$ cat src/hw/rtl/alen_pkg.sv
// Package: command and status codes for the array list engine.
package alen_pkg;

   typedef enum logic [3:0] {
      CMD_PUSH_FRONT = 4'd0,
      CMD_PUSH_BACK  = 4'd1,
      CMD_INSERT     = 4'd2,
      CMD_POP_FRONT  = 4'd3,
      CMD_POP_BACK   = 4'd4,
      CMD_DELETE     = 4'd5,
      CMD_SORT       = 4'd6,
      CMD_LSEARCH    = 4'd7,
      CMD_BSEARCH    = 4'd8,
      CMD_READ       = 4'd9
   } cmd_type;

   typedef enum logic [2:0] {
      ST_OK       = 3'd0,
      ST_BADPOS   = 3'd1,
      ST_FULL     = 3'd2,
      ST_EMPTY    = 3'd3,
      ST_NOTFOUND = 3'd4
   } status_type;

endpackage

$ cat src/hw/rtl/alen_mem.sv
// Element store: one write port, one read port, registered read data.
module alen_mem #(
   parameter int DEPTH     = 64,
   parameter int WORD_BITS = 32,
   parameter int AW        = 6
) (
   input  logic                        clock,
   input  logic                        wr_en,
   input  logic [AW-1:0]               wr_addr,
   input  logic signed [WORD_BITS-1:0] wr_data,
   input  logic [AW-1:0]               rd_addr,
   output logic signed [WORD_BITS-1:0] rd_data
);

   logic signed [WORD_BITS-1:0] mem [DEPTH];
   logic signed [WORD_BITS-1:0] rd_data_ff;

   always_ff @(posedge clock) begin
      if (wr_en) begin
         mem[wr_addr] <= wr_data;
      end
      rd_data_ff <= mem[rd_addr];
   end

   assign rd_data = rd_data_ff;

endmodule

$ cat src/hw/rtl/array_list_engine_top.sv
// Top level: array list engine with command sequencer over the element store.
// Rejects, no-ops, pop back and pops/deletes that move nothing answer from idle; push and
// insert shift elements up, a read and a write per moved element, then write the new
// value; pop front and delete shift down likewise; read, searches and sort run as reads
// and compares. One item at a time; result strobe lasts one cycle, no stall.
// Synchronous reset empties the list; store contents stay undefined until written.
module array_list_engine_top #(
   parameter int DEPTH     = 64,
   parameter int WORD_BITS = 32
) (
   input  logic                   clock,
   input  logic                   reset,
   input  logic                   start,
   output logic                   busy,
   input  alen_pkg::cmd_type      req_command,
   input  logic signed [31:0]     req_value,
   input  logic [6:0]             req_position,
   output logic                   rsp_strobe,
   output alen_pkg::status_type   rsp_status,
   output logic [6:0]             rsp_found_position,
   output logic signed [31:0]     rsp_read_value,
   output logic [6:0]             rsp_count
);
   import alen_pkg::*;

   localparam int AW = (DEPTH > 1) ? $clog2(DEPTH) : 1;
   localparam int CW = $clog2(DEPTH + 1);
   localparam int PW = (CW > 7) ? CW : 7;

   typedef enum logic [3:0] {
      S_IDLE, S_SH_RD, S_SH_WR, S_FIN_WR, S_DN_RD, S_DN_WR, S_RD_RD, S_RD_WAIT,
      S_LS_RD, S_LS_CMP, S_BS_RD, S_BS_CMP, S_SO_KR, S_SO_KL, S_SO_CR, S_SO_CMP
   } state_type;

   state_type state_ff;
   logic [CW-1:0] cnt_ff, i_ff, j_ff, p0_ff, mid_ff;
   logic signed [CW:0] lo_ff, hi_ff;
   logic signed [WORD_BITS-1:0] key_ff, val_ff;
   status_type status_ff;
   logic [CW-1:0] found_ff;
   logic signed [31:0] readv_ff;
   logic strobe_ff;
   logic put_ff;

   logic wr_en;
   logic [AW-1:0] wa, ra;
   logic signed [WORD_BITS-1:0] wd, rd_data;
   logic [PW-1:0] posx, nx;
   logic pos_ok;
   logic [CW-1:0] pos_m1;
   logic [CW+1:0] bs_sum;
   logic [CW-1:0] bs_mid;
   logic signed [CW:0] nlo, nhi;
   logic signed [WORD_BITS-1:0] in_word;

   alen_mem #(.DEPTH(DEPTH), .WORD_BITS(WORD_BITS), .AW(AW)) u_mem (
      .clock   (clock),
      .wr_en   (wr_en),
      .wr_addr (wa),
      .wr_data (wd),
      .rd_addr (ra),
      .rd_data (rd_data)
   );

   assign posx    = PW'(req_position);
   assign nx      = PW'(cnt_ff);
   assign pos_ok  = (posx >= PW'(1)) && (posx <= nx);
   assign pos_m1  = CW'(posx - PW'(1));
   assign in_word = WORD_BITS'(req_value);
   assign bs_sum  = (CW+2)'(lo_ff) + (CW+2)'(hi_ff);
   assign bs_mid  = CW'(bs_sum >> 1);
   assign nlo     = $signed({1'b0, mid_ff}) + (CW+1)'(1);
   assign nhi     = $signed({1'b0, mid_ff}) - (CW+1)'(1);

   always_comb begin
      wr_en = 1'b0;
      wa    = AW'(i_ff);
      wd    = rd_data;
      ra    = AW'(i_ff);
      unique case (state_ff)
         S_SH_RD:  ra = AW'(i_ff - CW'(1));
         S_SH_WR:  wr_en = 1'b1;
         S_FIN_WR: begin
            wr_en = 1'b1;
            wa    = AW'(p0_ff);
            wd    = val_ff;
         end
         S_DN_RD:  ra = AW'(i_ff + CW'(1));
         S_DN_WR:  wr_en = 1'b1;
         S_RD_RD:  ra = AW'(p0_ff);
         S_BS_RD:  ra = AW'(bs_mid);
         S_SO_CR:  ra = AW'(j_ff - CW'(1));
         S_SO_CMP: begin
            wa = AW'(j_ff);
            if (put_ff) begin
               wr_en = 1'b1;
               wd    = key_ff;
            end else if (rd_data > key_ff) begin
               wr_en = 1'b1;
            end
         end
         default: ;
      endcase
   end

   always_ff @(posedge clock) begin
      strobe_ff <= 1'b0;
      if (reset) begin
         state_ff <= S_IDLE;
         cnt_ff   <= '0;
         put_ff   <= 1'b0;
      end else begin
         unique case (state_ff)
            S_IDLE: begin
               if (start) begin
                  status_ff <= ST_OK;
                  found_ff  <= '0;
                  readv_ff  <= '0;
                  val_ff    <= in_word;
                  put_ff    <= 1'b0;
                  unique case (req_command)
                     CMD_PUSH_FRONT, CMD_PUSH_BACK, CMD_INSERT: begin
                        if (cnt_ff == CW'(DEPTH)) begin
                           status_ff <= ST_FULL;
                           strobe_ff <= 1'b1;
                        end else if (req_command == CMD_INSERT && !pos_ok) begin
                           status_ff <= ST_BADPOS;
                           strobe_ff <= 1'b1;
                        end else begin
                           i_ff <= cnt_ff;
                           if (req_command == CMD_PUSH_FRONT) begin
                              p0_ff    <= '0;
                              state_ff <= (cnt_ff == '0) ? S_FIN_WR : S_SH_RD;
                           end else if (req_command == CMD_PUSH_BACK) begin
                              p0_ff    <= cnt_ff;
                              state_ff <= S_FIN_WR;
                           end else begin
                              p0_ff    <= pos_m1;
                              state_ff <= S_SH_RD;
                           end
                        end
                     end
                     CMD_POP_FRONT, CMD_POP_BACK, CMD_DELETE, CMD_READ: begin
                        if (cnt_ff == '0) begin
                           status_ff <= ST_EMPTY;
                           strobe_ff <= 1'b1;
                        end else if ((req_command == CMD_DELETE ||
                                      req_command == CMD_READ) && !pos_ok) begin
                           status_ff <= ST_BADPOS;
                           strobe_ff <= 1'b1;
                        end else if (req_command == CMD_READ) begin
                           p0_ff    <= pos_m1;
                           state_ff <= S_RD_RD;
                        end else if (req_command == CMD_POP_BACK) begin
                           cnt_ff    <= cnt_ff - CW'(1);
                           strobe_ff <= 1'b1;
                        end else begin
                           i_ff <= (req_command == CMD_POP_FRONT) ? '0 : pos_m1;
                           if (((req_command == CMD_POP_FRONT) ? CW'(1) :
                                CW'(posx)) < cnt_ff) begin
                              state_ff <= S_DN_RD;
                           end else begin
                              cnt_ff    <= cnt_ff - CW'(1);
                              strobe_ff <= 1'b1;
                           end
                        end
                     end
                     CMD_SORT: begin
                        i_ff <= CW'(1);
                        if (cnt_ff > CW'(1)) begin
                           state_ff <= S_SO_KR;
                        end else begin
                           strobe_ff <= 1'b1;
                        end
                     end
                     CMD_LSEARCH: begin
                        status_ff <= ST_NOTFOUND;
                        i_ff      <= '0;
                        if (cnt_ff == '0) begin
                           strobe_ff <= 1'b1;
                        end else begin
                           state_ff <= S_LS_RD;
                        end
                     end
                     CMD_BSEARCH: begin
                        status_ff <= ST_NOTFOUND;
                        lo_ff     <= '0;
                        hi_ff     <= $signed({1'b0, cnt_ff}) - (CW+1)'(1);
                        if (cnt_ff == '0) begin
                           strobe_ff <= 1'b1;
                        end else begin
                           state_ff <= S_BS_RD;
                        end
                     end
                     default: strobe_ff <= 1'b1;
                  endcase
               end
            end
            S_SH_RD: state_ff <= S_SH_WR;
            S_SH_WR: begin
               i_ff     <= i_ff - CW'(1);
               state_ff <= (i_ff - CW'(1) == p0_ff) ? S_FIN_WR : S_SH_RD;
            end
            S_FIN_WR: begin
               cnt_ff    <= cnt_ff + CW'(1);
               strobe_ff <= 1'b1;
               state_ff  <= S_IDLE;
            end
            S_DN_RD: state_ff <= S_DN_WR;
            S_DN_WR: begin
               i_ff <= i_ff + CW'(1);
               if (i_ff + CW'(2) < cnt_ff) begin
                  state_ff <= S_DN_RD;
               end else begin
                  cnt_ff    <= cnt_ff - CW'(1);
                  strobe_ff <= 1'b1;
                  state_ff  <= S_IDLE;
               end
            end
            S_RD_RD: state_ff <= S_RD_WAIT;
            S_RD_WAIT: begin
               readv_ff  <= 32'(rd_data);
               strobe_ff <= 1'b1;
               state_ff  <= S_IDLE;
            end
            S_LS_RD: state_ff <= S_LS_CMP;
            S_LS_CMP: begin
               i_ff <= i_ff + CW'(1);
               if (rd_data == val_ff) begin
                  status_ff <= ST_OK;
                  found_ff  <= i_ff + CW'(1);
                  strobe_ff <= 1'b1;
                  state_ff  <= S_IDLE;
               end else if (i_ff + CW'(1) < cnt_ff) begin
                  state_ff <= S_LS_RD;
               end else begin
                  strobe_ff <= 1'b1;
                  state_ff  <= S_IDLE;
               end
            end
            S_BS_RD: begin
               mid_ff   <= bs_mid;
               state_ff <= S_BS_CMP;
            end
            S_BS_CMP: begin
               if (rd_data == val_ff) begin
                  status_ff <= ST_OK;
                  found_ff  <= mid_ff + CW'(1);
                  strobe_ff <= 1'b1;
                  state_ff  <= S_IDLE;
               end else if (rd_data > val_ff) begin
                  hi_ff <= nhi;
                  if (lo_ff <= nhi) begin
                     state_ff <= S_BS_RD;
                  end else begin
                     strobe_ff <= 1'b1;
                     state_ff  <= S_IDLE;
                  end
               end else begin
                  lo_ff <= nlo;
                  if (nlo <= hi_ff) begin
                     state_ff <= S_BS_RD;
                  end else begin
                     strobe_ff <= 1'b1;
                     state_ff  <= S_IDLE;
                  end
               end
            end
            S_SO_KR: state_ff <= S_SO_KL;
            S_SO_KL: begin
               key_ff   <= rd_data;
               j_ff     <= i_ff;
               state_ff <= S_SO_CR;
            end
            S_SO_CR: state_ff <= S_SO_CMP;
            S_SO_CMP: begin
               if (put_ff) begin
                  put_ff <= 1'b0;
                  i_ff   <= i_ff + CW'(1);
                  if (i_ff + CW'(1) < cnt_ff) begin
                     state_ff <= S_SO_KR;
                  end else begin
                     strobe_ff <= 1'b1;
                     state_ff  <= S_IDLE;
                  end
               end else if (rd_data > key_ff) begin
                  j_ff <= j_ff - CW'(1);
                  if (j_ff == CW'(1)) begin
                     put_ff <= 1'b1;
                  end else begin
                     state_ff <= S_SO_CR;
                  end
               end else begin
                  put_ff <= 1'b1;
               end
            end
            default: state_ff <= S_IDLE;
         endcase
      end
   end

   assign busy               = (state_ff != S_IDLE);
   assign rsp_strobe         = strobe_ff;
   assign rsp_status         = status_ff;
   assign rsp_found_position = 7'(found_ff);
   assign rsp_read_value     = readv_ff;
   assign rsp_count          = 7'(cnt_ff);

endmodule

$ cat config.mk
export PLATFORM = sky130hd
export DESIGN_NAME = array_list_engine_top
export DESIGN_NICKNAME = d
export VERILOG_FILES = /design/src/hw/rtl/alen_pkg.sv /design/src/hw/rtl/alen_mem.sv /design/src/hw/rtl/array_list_engine_top.sv
export SDC_FILE = /design/constraint.sdc
export NUM_CORES = 2
export LEC_CHECK = 0
export BUFFER_PORTS_ARGS = -buffer_cell sky130_fd_sc_hd__buf_4
export CELL_PAD_IN_SITES_DETAIL_PLACEMENT = 2
export CELL_PAD_IN_SITES_GLOBAL_PLACEMENT = 2
export CORE_MARGIN = 3
export CORE_UTILIZATION = 40
export DETAILED_ROUTE_END_ITERATION = 8
export PLACE_DENSITY = 0.69
export SLEW_MARGIN = 5
export SYNTH_ARGS = -nofsm -noshare
export SYNTH_HDL_FRONTEND = slang
export SYNTH_SLANG_ARGS = --single-unit
$ cat constraint.sdc
create_clock -name clock -period 9.9 [get_ports clock]
set_input_delay 0.99 -clock clock [delete_from_list [all_inputs] [get_ports clock]]
set_output_delay 0.99 -clock clock [all_outputs]
set_load 0.02 [all_outputs]
==> results.txt <==
The path with the worst hold slack has its endpoint at val_ff[4]. The cell count after synthesis came out at 6,337. The tools report the Yosys warning count as 0.

The number of levels the H-tree was split into came out at 4. After synthesis, the share of flip-flops with an asynchronous set or reset is 0%. The number of stages on the worst hold path came out at 1. The run gives 0 as the remaining antenna violation count after routing. The die outline height was 488 microns.

The startpoint identified for the worst register-to-register timing path is state_ff[1]. Yosys attributes the largest share of cell area to edfxtp_1 (71%), mux2i_1 (4.8%), nand2_1 (4.2%), ha_1 (1.7%), mux4_2 (1.5%). Clock tree synthesis found a total of 2,243 sinks.

The region available for standard cell placement spans 230,000 sq um. The setup clock skew after layout is 0.0614 ns, and the maximum vdd ir drop is 0.000272 V. The number of cells on the worst reg-to-reg path is 12. By count the netlist is led by edfxtp_1 (2,198), nand2_1 (1,028), mux2i_1 (449).

The launch point of the worst hold path was req_value[4]. Counting I/O delays and the setup requirement, the final critical path takes 6.23 ns. For this run, the total global-route usage over all layers was measured as 28.7%. At the end of the flow, the number of nets in the layout was 6,622.

STA classifies the critical path endpoint as a register. The initial cell density of the core is 40.3%. The completed layout was analyzed and its total power is 33.8 mW. Summed over all layers, the global routing overflow is 0. Area of the mapped netlist: 92,800 sq um. In the post-synthesis netlist, the cell with the most instances is edfxtp_1. The final estimated routing congestion in global placement was 0.866; the peak fanout along the critical path was 124. The post-synthesis to final-layout area growth is 13.2%, and the data arrival at the endpoint of the critical path is 7.04 ns.

The number of buffers created by CTS came out at 234. The tools report the master cell of the clock root buffer as clkbuf_16. The detailed router finished its first iteration with 6,695 violations. The total negative slack for setup checks was 0 ns. By instance count, the cell type seen most on the critical path is buf_12.

The end of the worst register-to-register path was u_mem.rd_data[12]. In the final layout, the share of cells above drive strength 1 is 12.1%. The run finished with clean final reports. The number of buffers inserted to repair setup after CTS came out at 0. The post-cts resize count was 0. The first-pass iteration count of the detailed router was 9; the setup-violating endpoint count in the final report was 0. Derived from the worst setup path, the maximum achievable clock frequency is 0.160 GHz. The detailed placement HPWL is 200 mm, and the remaining max-slew budget at the tightest pin is 10.9%. For the worst-skew pair, the clock arrives at the later sink with an insertion delay of 0.89 ns.

The number of ports placed on the die boundary is 97. The minimum setup slack among reg-to-reg paths is 3.67 ns, and the required time at the endpoint of the critical path is 10.71 ns. TritonCTS built the clock tree.

The post-detailed-route via-to-cell ratio is 6.13. Of the available clock period, the critical path in the final layout requires 62.9%. The slowest library cell on the worst path was dfxtp_1. Counting along the longest clock path gives a buffer depth of 3.

Yosys mapped the design onto 86 distinct sky130hd cell types. The die covers 238,000 sq um. The most used flip-flop cell after synthesis is edfxtp_1. Dominant delay contributor by cell family on the critical path: simple AND/OR/NAND/NOR gates.

By startpoint and endpoint, the worst setup path is classified as register to register. Setup repair after global routing left no endpoint under its margin. The power density of the placed cells is 322 nW/um^2, and the number of nets produced by synthesis is 6,509. The tools report the via count of the first global-routing pass as 63,922.

For this block, the routed nets add up to 345 mm of wire. Number of flip-flops and latches in the synthesized netlist: 2,243. Clock-pin slew was measured on the worst setup and hold paths at 0.06 ns. Number of input and output port buffers inserted: 96.

The biggest area contributor in the post-synthesis netlist is edfxtp_1. The logs give 176 for the number of placement rows and 0 for the number of max-slew violations in the final report. Measured along the x axis, the die boundary spans 488 microns.

Sequential cells were found to cover 72.1% of the synthesized design area. The number of fill cells in the layout was 21,883. Walking the worst path, the cells encountered are and3b_1, nand2_1, or3_4, buf_4, nand2_4, buf_12, buf_12, a211oi_1, a31oi_1, o211ai_1, a32oi_1, and4b_1. The type of the tightest min-delay check is input port to register. The routed length per placed instance is 35.6 microns. The number of buffers and inverters on the critical path is 3. The logs give 35.5 nW for the leakage power total and 488 mm for the wire length of the first global-routing pass. Mean cell area of the mapped netlist: 14.6 sq um. The run gives 18 as the initial antenna violation count.

Number of flops mapped to enable cells by yosys: 2,198. For the count of hold buffers inserted by post-cts repair, the log shows 0. The worst setup path is launched from a register. The count of final hold-check violations is 0, and the via count is 59,376. The critical path's largest stage delay was 1.01 ns; the number of max-cap violations was 0. At the pin with the least slew margin, the transition time is 1.34 ns. The fraction of post-synthesis cell area in the top cell type by area is 71.2%, and the maximum number of pins on one net before global-route repair is 172.

After detailed routing, the number of remaining DRC violations is 0.
## power breakdown
group / total (mW) / switching (mW) / internal, mW / leakage [nW]
Clock: 8.73 / 3.87 / 4.86 / 3.63
Combinational: 12.4 / 9.12 / 3.25 / 11.8
Sequential: 12.7 / 0.506 / 12.2 / 20.1
Total: 33.8 / 13.5 / 20.3 / 35.5
## state kept, by name, indices dropped and copies added (netlist names), 8 cells and up
name            count
rsp_read_value     32
lo_ff               8
u_mem.rd_data      32
u_mem.mem        2048
val_ff             32
hi_ff               8
key_ff             32
## area by class of cell
class | instances | area (sq um) | share of cell area (%)
clock inverter | 134 | 1220 | 1.16
sequential | 2243 | 66900 | 63.7
multi-input combinational | 3558 | 24100 | 22.9
timing repair buffer | 274 | 2170 | 2.07
clock buffer | 304 | 6250 | 5.96
tap | 3026 | 3790 | 3.61
inverter | 139 | 524 | 0.499
antenna | 15 | 37.5 | 0.0358
## worst max-delay path by stage
stage	from	endpoint	cells after the start	slack, ns
3_3_place_gp	state_ff[1]	u_mem.rd_data[12]	12	3.81
2_1_floorplan	key_ff[25]	u_mem.mem[48][0]	12	4.91
4_1_cts	state_ff[1]	u_mem.rd_data[12]	12	3.76
6_report	state_ff[1]	u_mem.rd_data[12]	12	3.67
3_5_place_dp	state_ff[1]	u_mem.rd_data[12]	12	3.74
5_1_grt	state_ff[1]	u_mem.rd_data[12]	12	3.56
## cell usage in the layout, fill, tap and decap left out, types with 34 or more instances in the layout
master / Yosys / routed
a211oi_1: 102 / 102
a21o_1: 34 / 34
a21oi_1: 136 / 134
a221oi_1: 71 / 71
a31oi_1: 132 / 132
a32o_1: 71 / 71
a32oi_1: 92 / 92
and2_1: 41 / 42
and3_1: 103 / 103
buf_4: 35 / 265
clkbuf_1: 196 / 60
clkbuf_16: 0 / 237
clkinv_1: 1 / 61
clkinv_2: 0 / 42
dfxtp_1: 45 / 45
edfxtp_1: 2198 / 2198
ha_1: 125 / 125
inv_1: 138 / 106
mux2i_1: 449 / 449
mux4_2: 61 / 61
nand2_1: 1028 / 1026
nand3_1: 272 / 272
nand4_1: 60 / 60
nor2_1: 237 / 192
nor2_4: 1 / 47
nor3_2: 4 / 35
o21ai_0: 88 / 87
o22ai_1: 38 / 38
xnor2_1: 34 / 34
## per-layer routing
metal / vias up / wire length [microns] / GRT usage, %
li1: 24645 / - / -
met1: 31834 / 141000 / 38.1
met2: 2353 / 166000 / 47.4
met3: 542 / 24400 / 4.89
met4: 2 / 12900 / 10.1
met5: - / 10 / 0
## per-stage QoR
stage          util [%]  hold WS (ns)  area, sq um  cells  setup slack, ns
3_3_place_gp       42.3         0.555        97500   9240             3.81
2_1_floorplan         -         0.429        92800   6337             4.91
5_1_grt            45.6         0.233       105000   9685             3.56
3_5_place_dp       42.3         0.572        97500   9240             3.74
4_1_cts            45.6         0.211       105000   9678             3.76
6_report           45.6         0.282       105000   9693             3.67
## kinds of logic (layout without fill, tap and decap cells)
| kind of cell | count (synthesis) | count (layout) | share of synthesized area (%) |
|---|---|---|---|
| xor gates and xnor gates | 57 | 57 | 0.538 |
| adders and majority gates | 126 | 126 | 1.71 |
| AOI/OAI and AO/OA | 922 | 922 | 7.23 |
| and+or+nand+nor | 1943 | 1943 | 9.48 |
| DFF | 2243 | 2243 | 72.1 |
| other | 0 | 15 | 0 |
| buffers and inverters | 536 | 851 | 2.59 |
| muxes | 510 | 510 | 6.33 |
No activity file was read; power rests on OpenSTA's default activity.
